[config.mk]
export PLATFORM = sky130hd
export DESIGN_NAME = rv32i_subset_decode_execute_core
export DESIGN_NICKNAME = d
export VERILOG_FILES = /design/src/rvsd_pkg.sv /design/src/rv32i_subset_decode_execute_core.sv
export SDC_FILE = /design/constraint.sdc
export NUM_CORES = 1
export LEC_CHECK = 0
export ABC_AREA = 1
export ABC_CLOCK_PERIOD_IN_PS = 14000
export BUFFER_PORTS_ARGS = -buffer_cell sky130_fd_sc_hd__buf_2
export CAP_MARGIN = 0
export CORE_ASPECT_RATIO = 1.5
export CORE_MARGIN = 1
export CORE_UTILIZATION = 45
export CTS_CLUSTER_DIAMETER = 30
export CTS_CLUSTER_SIZE = 40
export DETAILED_ROUTE_END_ITERATION = 8
export PLACE_DENSITY = 0.75
export SYNTH_ARGS = -nofsm -noshare
export SYNTH_HDL_FRONTEND = slang
export SYNTH_SLANG_ARGS = --single-unit
[constraint.sdc]
create_clock -name i_clk -period 14 [get_ports i_clk]
set_input_delay 2.8 -clock i_clk [delete_from_list [all_inputs] [get_ports i_clk]]
set_output_delay 2.8 -clock i_clk [all_outputs]
set_load 0.03 [all_outputs]
[src/rvsd_pkg.sv]
// ----------------------------------------------------------------------------
// rvsd_pkg
// opcode, funct3, alu class and alu control codes shared by the decode/execute
// core
// ----------------------------------------------------------------------------
package rvsd_pkg;

    // supported major opcodes
    localparam logic [6:0] OPC_R     = 7'b0110011;
    localparam logic [6:0] OPC_I     = 7'b0010011;
    localparam logic [6:0] OPC_LUI   = 7'b0110111;
    localparam logic [6:0] OPC_LOAD  = 7'b0000011;
    localparam logic [6:0] OPC_STORE = 7'b0100011;
    localparam logic [6:0] OPC_JAL   = 7'b1101111;
    localparam logic [6:0] OPC_BEQ   = 7'b1100011;
    localparam logic [6:0] OPC_NONE  = 7'b0000000;

    // funct3 codes of the arithmetic class
    localparam logic [2:0] F3_ADD = 3'd0;
    localparam logic [2:0] F3_XOR = 3'd4;
    localparam logic [2:0] F3_SRA = 3'd5;
    localparam logic [2:0] F3_OR  = 3'd6;

    typedef enum logic [1:0] {
        CLS_ADDR  = 2'd0,
        CLS_BRNCH = 2'd1,
        CLS_ARITH = 2'd2,
        CLS_JUMP  = 2'd3
    } t_alu_class;

    typedef enum logic [3:0] {
        CTL_AND  = 4'd0,
        CTL_OR   = 4'd1,
        CTL_ADD  = 4'd2,
        CTL_XOR  = 4'd3,
        CTL_SRA  = 4'd4,
        CTL_SUB  = 4'd6,
        CTL_PASS = 4'd8,
        CTL_JUMP = 4'd15
    } t_alu_ctl;

    // main control flags
    typedef struct packed {
        logic reg_write;
        logic alu_src;
        logic branch;
        logic mem_read;
        logic mem_write;
        logic mem_to_reg;
    } t_ctrl;

endpackage

[src/rv32i_subset_decode_execute_core.sv]
// ----------------------------------------------------------------------------
// rv32i_subset_decode_execute_core
// Decodes one instruction word from an RV32I subset (R, I arithmetic, LUI,
// load, store, JAL, BEQ) and executes it in the same pass. Each word brings
// the instruction and the two source register values; the result word
// carries the control flags, alu class, alu control, sign-extended immediate,
// alu result and the echoed opcode (0 when unsupported). The second alu
// operand is the immediate when alu_src is set and rs2 otherwise. The core
// takes one word per clock while the result side drains: a word is captured
// in an input register, decoded and executed by one short combinational
// pass (a 32-bit add/subtract, logic operation or barrel shift plus
// selection) and lands in the result register, which raises o_out_valid.
// Stalls on the output side back up through the two registers; the input
// stalls only when both hold a word and the result is not being taken.
// ----------------------------------------------------------------------------
module rv32i_subset_decode_execute_core
    import rvsd_pkg::*;
(
    input  logic               i_clk,
    input  logic               i_rst_n,

    // input word channel
    input  logic               i_in_valid,
    output logic               o_in_stall,
    input  logic        [31:0] i_instruction_word,
    input  logic signed [31:0] i_rs1_value,
    input  logic signed [31:0] i_rs2_value,

    // result word channel
    output logic               o_out_valid,
    input  logic               i_out_stall,
    output logic               o_reg_write,
    output logic               o_alu_src,
    output logic               o_branch,
    output logic               o_mem_read,
    output logic               o_mem_write,
    output logic               o_mem_to_reg,
    output logic        [1:0]  o_alu_class,
    output logic        [3:0]  o_alu_control,
    output logic signed [31:0] o_immediate,
    output logic signed [31:0] o_exec_result,
    output logic        [6:0]  o_decoded_opcode
);

    // input register
    logic        r_in_valid;
    logic [31:0] r_instr;
    logic [31:0] r_rs1;
    logic [31:0] r_rs2;

    // result register
    logic        r_out_valid;
    t_ctrl       r_ctrl;
    t_alu_class  r_cls;
    t_alu_ctl    r_ctl;
    logic [31:0] r_imm;
    logic [31:0] r_res;
    logic [6:0]  r_opc;

    // pipeline advance
    logic out_free;
    logic in_move;

    // decode/execute pass
    logic [6:0]  opc;
    logic [2:0]  f3;
    t_ctrl       n_ctrl;
    t_alu_class  n_cls;
    t_alu_ctl    n_ctl;
    logic [31:0] n_imm;
    logic [31:0] n_res;
    logic [6:0]  n_opc;
    logic [31:0] opnd_b;

    // result register can take a new word when empty or being drained
    assign out_free   = !r_out_valid || !i_out_stall;
    assign in_move    = r_in_valid && out_free;
    assign o_in_stall = r_in_valid && !out_free;

    always_ff @(posedge i_clk) begin
        if (!i_rst_n) begin
            r_in_valid <= 1'b0;
        end else if (!o_in_stall) begin
            r_in_valid <= i_in_valid;
        end
    end

    // capture payload whenever the input register is free
    always_ff @(posedge i_clk) begin
        if (i_in_valid && !o_in_stall) begin
            r_instr <= i_instruction_word;
            r_rs1   <= i_rs1_value;
            r_rs2   <= i_rs2_value;
        end
    end

    assign opc = r_instr[6:0];
    assign f3  = r_instr[14:12];

    // main decoder: flags, class and opcode echo
    always_comb begin
        n_ctrl = '0;
        n_cls  = CLS_ADDR;
        n_opc  = opc;
        unique case (opc)
            OPC_R: begin
                n_ctrl.reg_write = 1'b1;
                n_cls            = CLS_ARITH;
            end
            OPC_I, OPC_LUI: begin
                n_ctrl.reg_write = 1'b1;
                n_ctrl.alu_src   = 1'b1;
                n_cls            = CLS_ARITH;
            end
            OPC_LOAD: begin
                n_ctrl.reg_write  = 1'b1;
                n_ctrl.alu_src    = 1'b1;
                n_ctrl.mem_read   = 1'b1;
                n_ctrl.mem_to_reg = 1'b1;
            end
            OPC_STORE: begin
                n_ctrl.alu_src   = 1'b1;
                n_ctrl.mem_write = 1'b1;
            end
            OPC_JAL: begin
                n_ctrl.reg_write = 1'b1;
                n_ctrl.branch    = 1'b1;
                n_cls            = CLS_JUMP;
            end
            OPC_BEQ: begin
                n_ctrl.branch = 1'b1;
                n_cls         = CLS_BRNCH;
            end
            default: begin
                n_opc = OPC_NONE;
            end
        endcase
    end

    // alu control from class and funct3; lui always passes the operand
    always_comb begin
        unique case (n_cls)
            CLS_ARITH: begin
                if (opc == OPC_LUI) begin
                    n_ctl = CTL_PASS;
                end else begin
                    unique case (f3)
                        F3_XOR:  n_ctl = CTL_XOR;
                        F3_OR:   n_ctl = CTL_OR;
                        F3_SRA:  n_ctl = CTL_SRA;
                        default: n_ctl = CTL_ADD;
                    endcase
                end
            end
            CLS_BRNCH: n_ctl = CTL_SUB;
            CLS_JUMP:  n_ctl = CTL_JUMP;
            default:   n_ctl = CTL_ADD;
        endcase
    end

    // immediate per format
    always_comb begin
        unique case (opc)
            OPC_I: begin
                case (f3) inside
                    F3_ADD, F3_XOR, F3_OR: n_imm = {{20{r_instr[31]}}, r_instr[31:20]};
                    F3_SRA:                n_imm = {27'd0, r_instr[24:20]};
                    default:               n_imm = '0;
                endcase
            end
            OPC_LUI:   n_imm = {r_instr[31:12], 12'd0};
            OPC_LOAD:  n_imm = {{20{r_instr[31]}}, r_instr[31:20]};
            OPC_STORE: n_imm = {{20{r_instr[31]}}, r_instr[31:25], r_instr[11:7]};
            OPC_BEQ:   n_imm = {{19{r_instr[31]}}, r_instr[31], r_instr[7],
                                r_instr[30:25], r_instr[11:8], 1'b0};
            OPC_JAL:   n_imm = {{11{r_instr[31]}}, r_instr[31], r_instr[19:12],
                                r_instr[20], r_instr[30:21], 1'b0};
            default:   n_imm = '0;
        endcase
    end

    // alu; shifts use the low five bits of the second operand
    assign opnd_b = n_ctrl.alu_src ? n_imm : r_rs2;

    always_comb begin
        unique case (n_ctl)
            CTL_ADD:  n_res = r_rs1 + opnd_b;
            CTL_SUB:  n_res = r_rs1 - opnd_b;
            CTL_AND:  n_res = r_rs1 & opnd_b;
            CTL_OR:   n_res = r_rs1 | opnd_b;
            CTL_XOR:  n_res = r_rs1 ^ opnd_b;
            CTL_SRA:  n_res = $unsigned($signed(r_rs1) >>> opnd_b[4:0]);
            CTL_PASS: n_res = opnd_b;
            default:  n_res = '0;
        endcase
    end

    always_ff @(posedge i_clk) begin
        if (!i_rst_n) begin
            r_out_valid <= 1'b0;
        end else if (out_free) begin
            r_out_valid <= r_in_valid;
        end
    end

    always_ff @(posedge i_clk) begin
        if (in_move) begin
            r_ctrl <= n_ctrl;
            r_cls  <= n_cls;
            r_ctl  <= n_ctl;
            r_imm  <= n_imm;
            r_res  <= n_res;
            r_opc  <= n_opc;
        end
    end

    assign o_out_valid      = r_out_valid;
    assign o_reg_write      = r_ctrl.reg_write;
    assign o_alu_src        = r_ctrl.alu_src;
    assign o_branch         = r_ctrl.branch;
    assign o_mem_read       = r_ctrl.mem_read;
    assign o_mem_write      = r_ctrl.mem_write;
    assign o_mem_to_reg     = r_ctrl.mem_to_reg;
    assign o_alu_class      = r_cls;
    assign o_alu_control    = r_ctl;
    assign o_immediate      = r_imm;
    assign o_exec_result    = r_res;
    assign o_decoded_opcode = r_opc;

    // input only backs up while a word sits in the input register
    a_stall_needs_word: assert property (@(posedge i_clk) disable iff (!i_rst_n)
        o_in_stall |-> r_in_valid)
        else $error("input stalled with empty input register");

    // a word in the input register reaches the result register once it is free
    a_word_moves: assert property (@(posedge i_clk) disable iff (!i_rst_n)
        (r_in_valid && out_free) |=> r_out_valid)
        else $error("word lost between input and result register");

    // unsupported opcode raises no control flag
    a_unknown_quiet: assert property (@(posedge i_clk) disable iff (!i_rst_n)
        (r_out_valid && r_opc == OPC_NONE) |-> (r_ctrl == '0))
        else $error("flags set for unsupported opcode");

    // loads write back from memory through the address adder
    a_load_ctrl: assert property (@(posedge i_clk) disable iff (!i_rst_n)
        (r_out_valid && r_ctrl.mem_read) |->
            (r_ctrl.reg_write && r_ctrl.mem_to_reg && r_cls == CLS_ADDR))
        else $error("inconsistent load control");

    // branch flag only with branch or jump class
    a_branch_cls: assert property (@(posedge i_clk) disable iff (!i_rst_n)
        (r_out_valid && r_ctrl.branch) |-> (r_cls == CLS_BRNCH || r_cls == CLS_JUMP))
        else $error("branch flag with wrong alu class");

endmodule

==> flow_summary.json <==
{
  "syn_avg_cell_area_um2": 7.685,
  "initial_core_util_pct": 46.00,
  "die_w_um": 138.4,
  "cts-htree-levels": 4,
  "synth_seq_cells": 179,
  "gp_congestion": 1.006,
  "cap_violations": 0,
  "cts.sinks": 179,
  "diodes": 0,
  "min_path_cells": 2,
  "cts_setup_buffers": 0,
  "crit_family": "simple AND/OR/NAND/NOR gates",
  "final_util_pct": 52.39,
  "synthCells": 1635,
  "antenna_found_initial": 0,
  "max_clock_freq_ghz": 0.1530,
  "grt_usage_pct": 30.27,
  "grt_pass1_vias": 11630,
  "clock_latency_ps": 460,
  "leakagePower_nw": 6.819,
  "cts-buffers-inserted": 17,
  "ant_nets": 0,
  "ctsHoldBuffers": 0,
  "power_frac_seq_pct": 43.2,
  "nets": 1956,
  "wire_per_inst_um": 19.92,
  "grt_pass1_wl_mm": 64.34,
  "ys_types": 49,
  "power_density_mw_per_mm2": 104.7,
  "hpwl_mm": 33.77,
  "crit_type": "reg2reg",
  "skew_ps": 11.49,
  "grt-ovfl-total": 0,
  "cp.depth": 29,
  "p_comb_share_pct": 23.6,
  "power.share.clock_pct": 33.2,
  "status": "finished, violations left",
  "ys.warnings.count": 0,
  "die-height_um": 206.7,
  "dieArea_mm2": 0.02861,
  "required_ps": 14200,
  "crit_path_end_kind": "flip-flop",
  "setup_violations": 0,
  "maxSlewHeadroom_pct": 21.87,
  "dr.pass1.iters": 8,
  "cp_max_fo": 79,
  "irDropWorstVdd_v": 0.00009499,
  "core_area_mm2": 0.02731,
  "switching_share_pct": 31.85,
  "max_slew.worst_pin.slew_ps": 1168,
  "ctsRootBufferMaster": "clkbuf_16",
  "critPathMostFrequentCell": "nand3_1",
  "cp_slowest_cell": "nand2_4",
  "rsz0062_at_grt": "no",
  "grt_max_degree": 82,
  "crit_buf_inv": 5,
  "fin_crit_ps": 6536,
  "fin_setup_tns_ps": 0,
  "yosysSeqAreaShare_pct": 42.62,
  "ys.flop_type": "edfxtp_1",
  "fin_crit_sh_pct": 46.68,
  "hold_viol": 0,
  "synth_edf_count": 177,
  "drt-initial-drc-count": 969,
  "postCtsResizedCells": 0,
  "cts.clk_slew.worst_paths_ps": 70,
  "crit_arrival_ps": 6740,
  "cp-start-kind": "flip-flop",
  "drive_gt1_share_pct": 15.92,
  "slew_violations": 0,
  "drcViolationCount": 12,
  "cts_buffer_depth": 2,
  "violations": "design-rule violations",
  "std_cell_rows": 74,
  "async_flop_share_pct": 0,
  "syn_nets": 1801,
  "p_int_w": 0.001021,
  "min_path_type": "reg2reg",
  "wl_mm": 42.73,
  "crit_path_max_incr_delay_ps": 560,
  "p_sw_w": 0.0004771,
  "syn_to_final_growth_pct": 13.89,
  "synth_area_mm2": 0.01256,
  "viasPerCell": 5.608,
  "num_vias": 12030,
  "io_buffers": 184,
  "io_pins": 185,
  "reg2reg_depth": 29,
  "tritoncts": "built"
}
-- routing by layer --
layer	global-route usage [%]	vias up	part of all wire [%]
li1	-	5802	-
met1	33.94	5589	39
met2	54.22	508	50
met3	3.783	130	4.9
met4	20.59	0	6.3
met5	0	-	0
-- worst min-delay path, cell delays in order (launching register included) --
cell     delay [ps]
dfxtp_1         340
nand2_1          90
a21oi_1          60
-- cell usage in the layout, fill, tap and decap left out, types with 13 or more instances in the layout --
cell,synthesis,routed
nor2_2,14,15
nand3_1,142,142
or2_2,13,13
nand2_1,504,504
o21ai_0,99,99
buf_2,13,184
o21ai_1,27,27
a21oi_1,68,67
edfxtp_1,177,177
nor2_1,168,167
inv_1,136,135
a211oi_1,14,14
clkbuf_16,0,17
xor2_1,35,35
ha_1,65,65
-- logic make-up (layout without fill, tap and decap cells) --
group / Yosys count / count (layout) / synth area share [%]
AO/OA/AOI/OAI: 259 / 259 / 11.70
XOR/XNOR: 35 / 35 / 2.440
adder cells (fa/ha/maj): 66 / 66 / 6.632
buffers and inverters: 202 / 370 / 6.672
flip-flops: 179 / 179 / 42.62
AND/OR/NAND/NOR: 894 / 894 / 29.93
-- stage by stage --
stage | hold slack, ps | cell area, um2 | cells | total power [W] | setup slack, ps
4_1_cts | 530.5 | 14310 | 2145 | 0.001504 | 7532
3_3_place_gp | 509.1 | 13710 | 2113 | 0.001002 | 7676
2_1_floorplan | 452.5 | 12560 | 1635 | 0.0008948 | 6712
3_5_place_dp | 521.6 | 13710 | 2113 | 0.001005 | 7530
5_1_grt | 572.0 | 14310 | 2145 | 0.001561 | 6979
6_report | 538.3 | 14310 | 2145 | 0.001498 | 7464
-- cell type report --
cell class | count | area [um2]
clock buffers | 18 | 429.2
clock inverters | 14 | 175.2
multi-input cells | 1254 | 6385
flip-flops and latches | 179 | 5355
inverters | 144 | 541.8
repair buffers | 194 | 996.0
well taps | 342 | 427.9
fillers | 2645 | 13000
-- power groups by stage --
stage / combinational, W / sequential (W) / clock [W]
6_report: 0.000354 / 0.000647 / 0.000498
5_1_grt: 0.000390 / 0.000649 / 0.000523
4_1_cts: 0.000348 / 0.000646 / 0.000509
3_5_place_dp: 0.000347 / 0.000658 / 0
3_3_place_gp: 0.000344 / 0.000658 / 0
2_1_floorplan: 0.000215 / 0.000680 / 0
-- cell usage after synthesis, types with 3 or more instances --
master | n | area [um2]
a211oi_1 | 14 | 105.1
buf_4 | 11 | 82.58
a21oi_1 | 68 | 340.3
buf_1 | 4 | 15.01
o22ai_1 | 5 | 31.28
inv_1 | 136 | 510.5
nand4_1 | 7 | 43.79
nand2_1 | 504 | 1892
buf_2 | 13 | 65.06
or2_1 | 9 | 56.30
edfxtp_1 | 177 | 5315
a21o_1 | 6 | 45.04
o21ai_0 | 99 | 495.5
o221ai_1 | 4 | 35.03
o211ai_1 | 5 | 37.54
inv_2 | 7 | 26.28
a221oi_1 | 8 | 70.07
ha_1 | 65 | 813.3
nand3_1 | 142 | 710.7
o21a_1 | 3 | 22.52
a21oi_2 | 5 | 43.79
nor3_1 | 10 | 50.05
or2_2 | 13 | 81.33
nor2_4 | 4 | 45.04
nand2_2 | 11 | 68.82
clkbuf_1 | 27 | 101.4
buf_6 | 3 | 33.78
nor2_1 | 168 | 630.6
nor4_1 | 3 | 18.77
xor2_1 | 35 | 306.5
a31oi_1 | 6 | 37.54
o21ai_1 | 27 | 135.1
nor2_2 | 14 | 87.58
-- final timing paths --
kind                                               start                     endpoint  slack [ps]
worst min-delay path            o_out_valid$_SDFFE_PN0N_     o_out_valid$_SDFFE_PN0N_         540
worst max register to register      r_instr[6]$_DFFE_PP_  o_exec_result[22]$_DFFE_PP_        7460
worst max-delay path                r_instr[6]$_DFFE_PP_  o_exec_result[22]$_DFFE_PP_        7460
worst min register to register  o_out_valid$_SDFFE_PN0N_     o_out_valid$_SDFFE_PN0N_         540
Power figures use the tool's default switching activity.
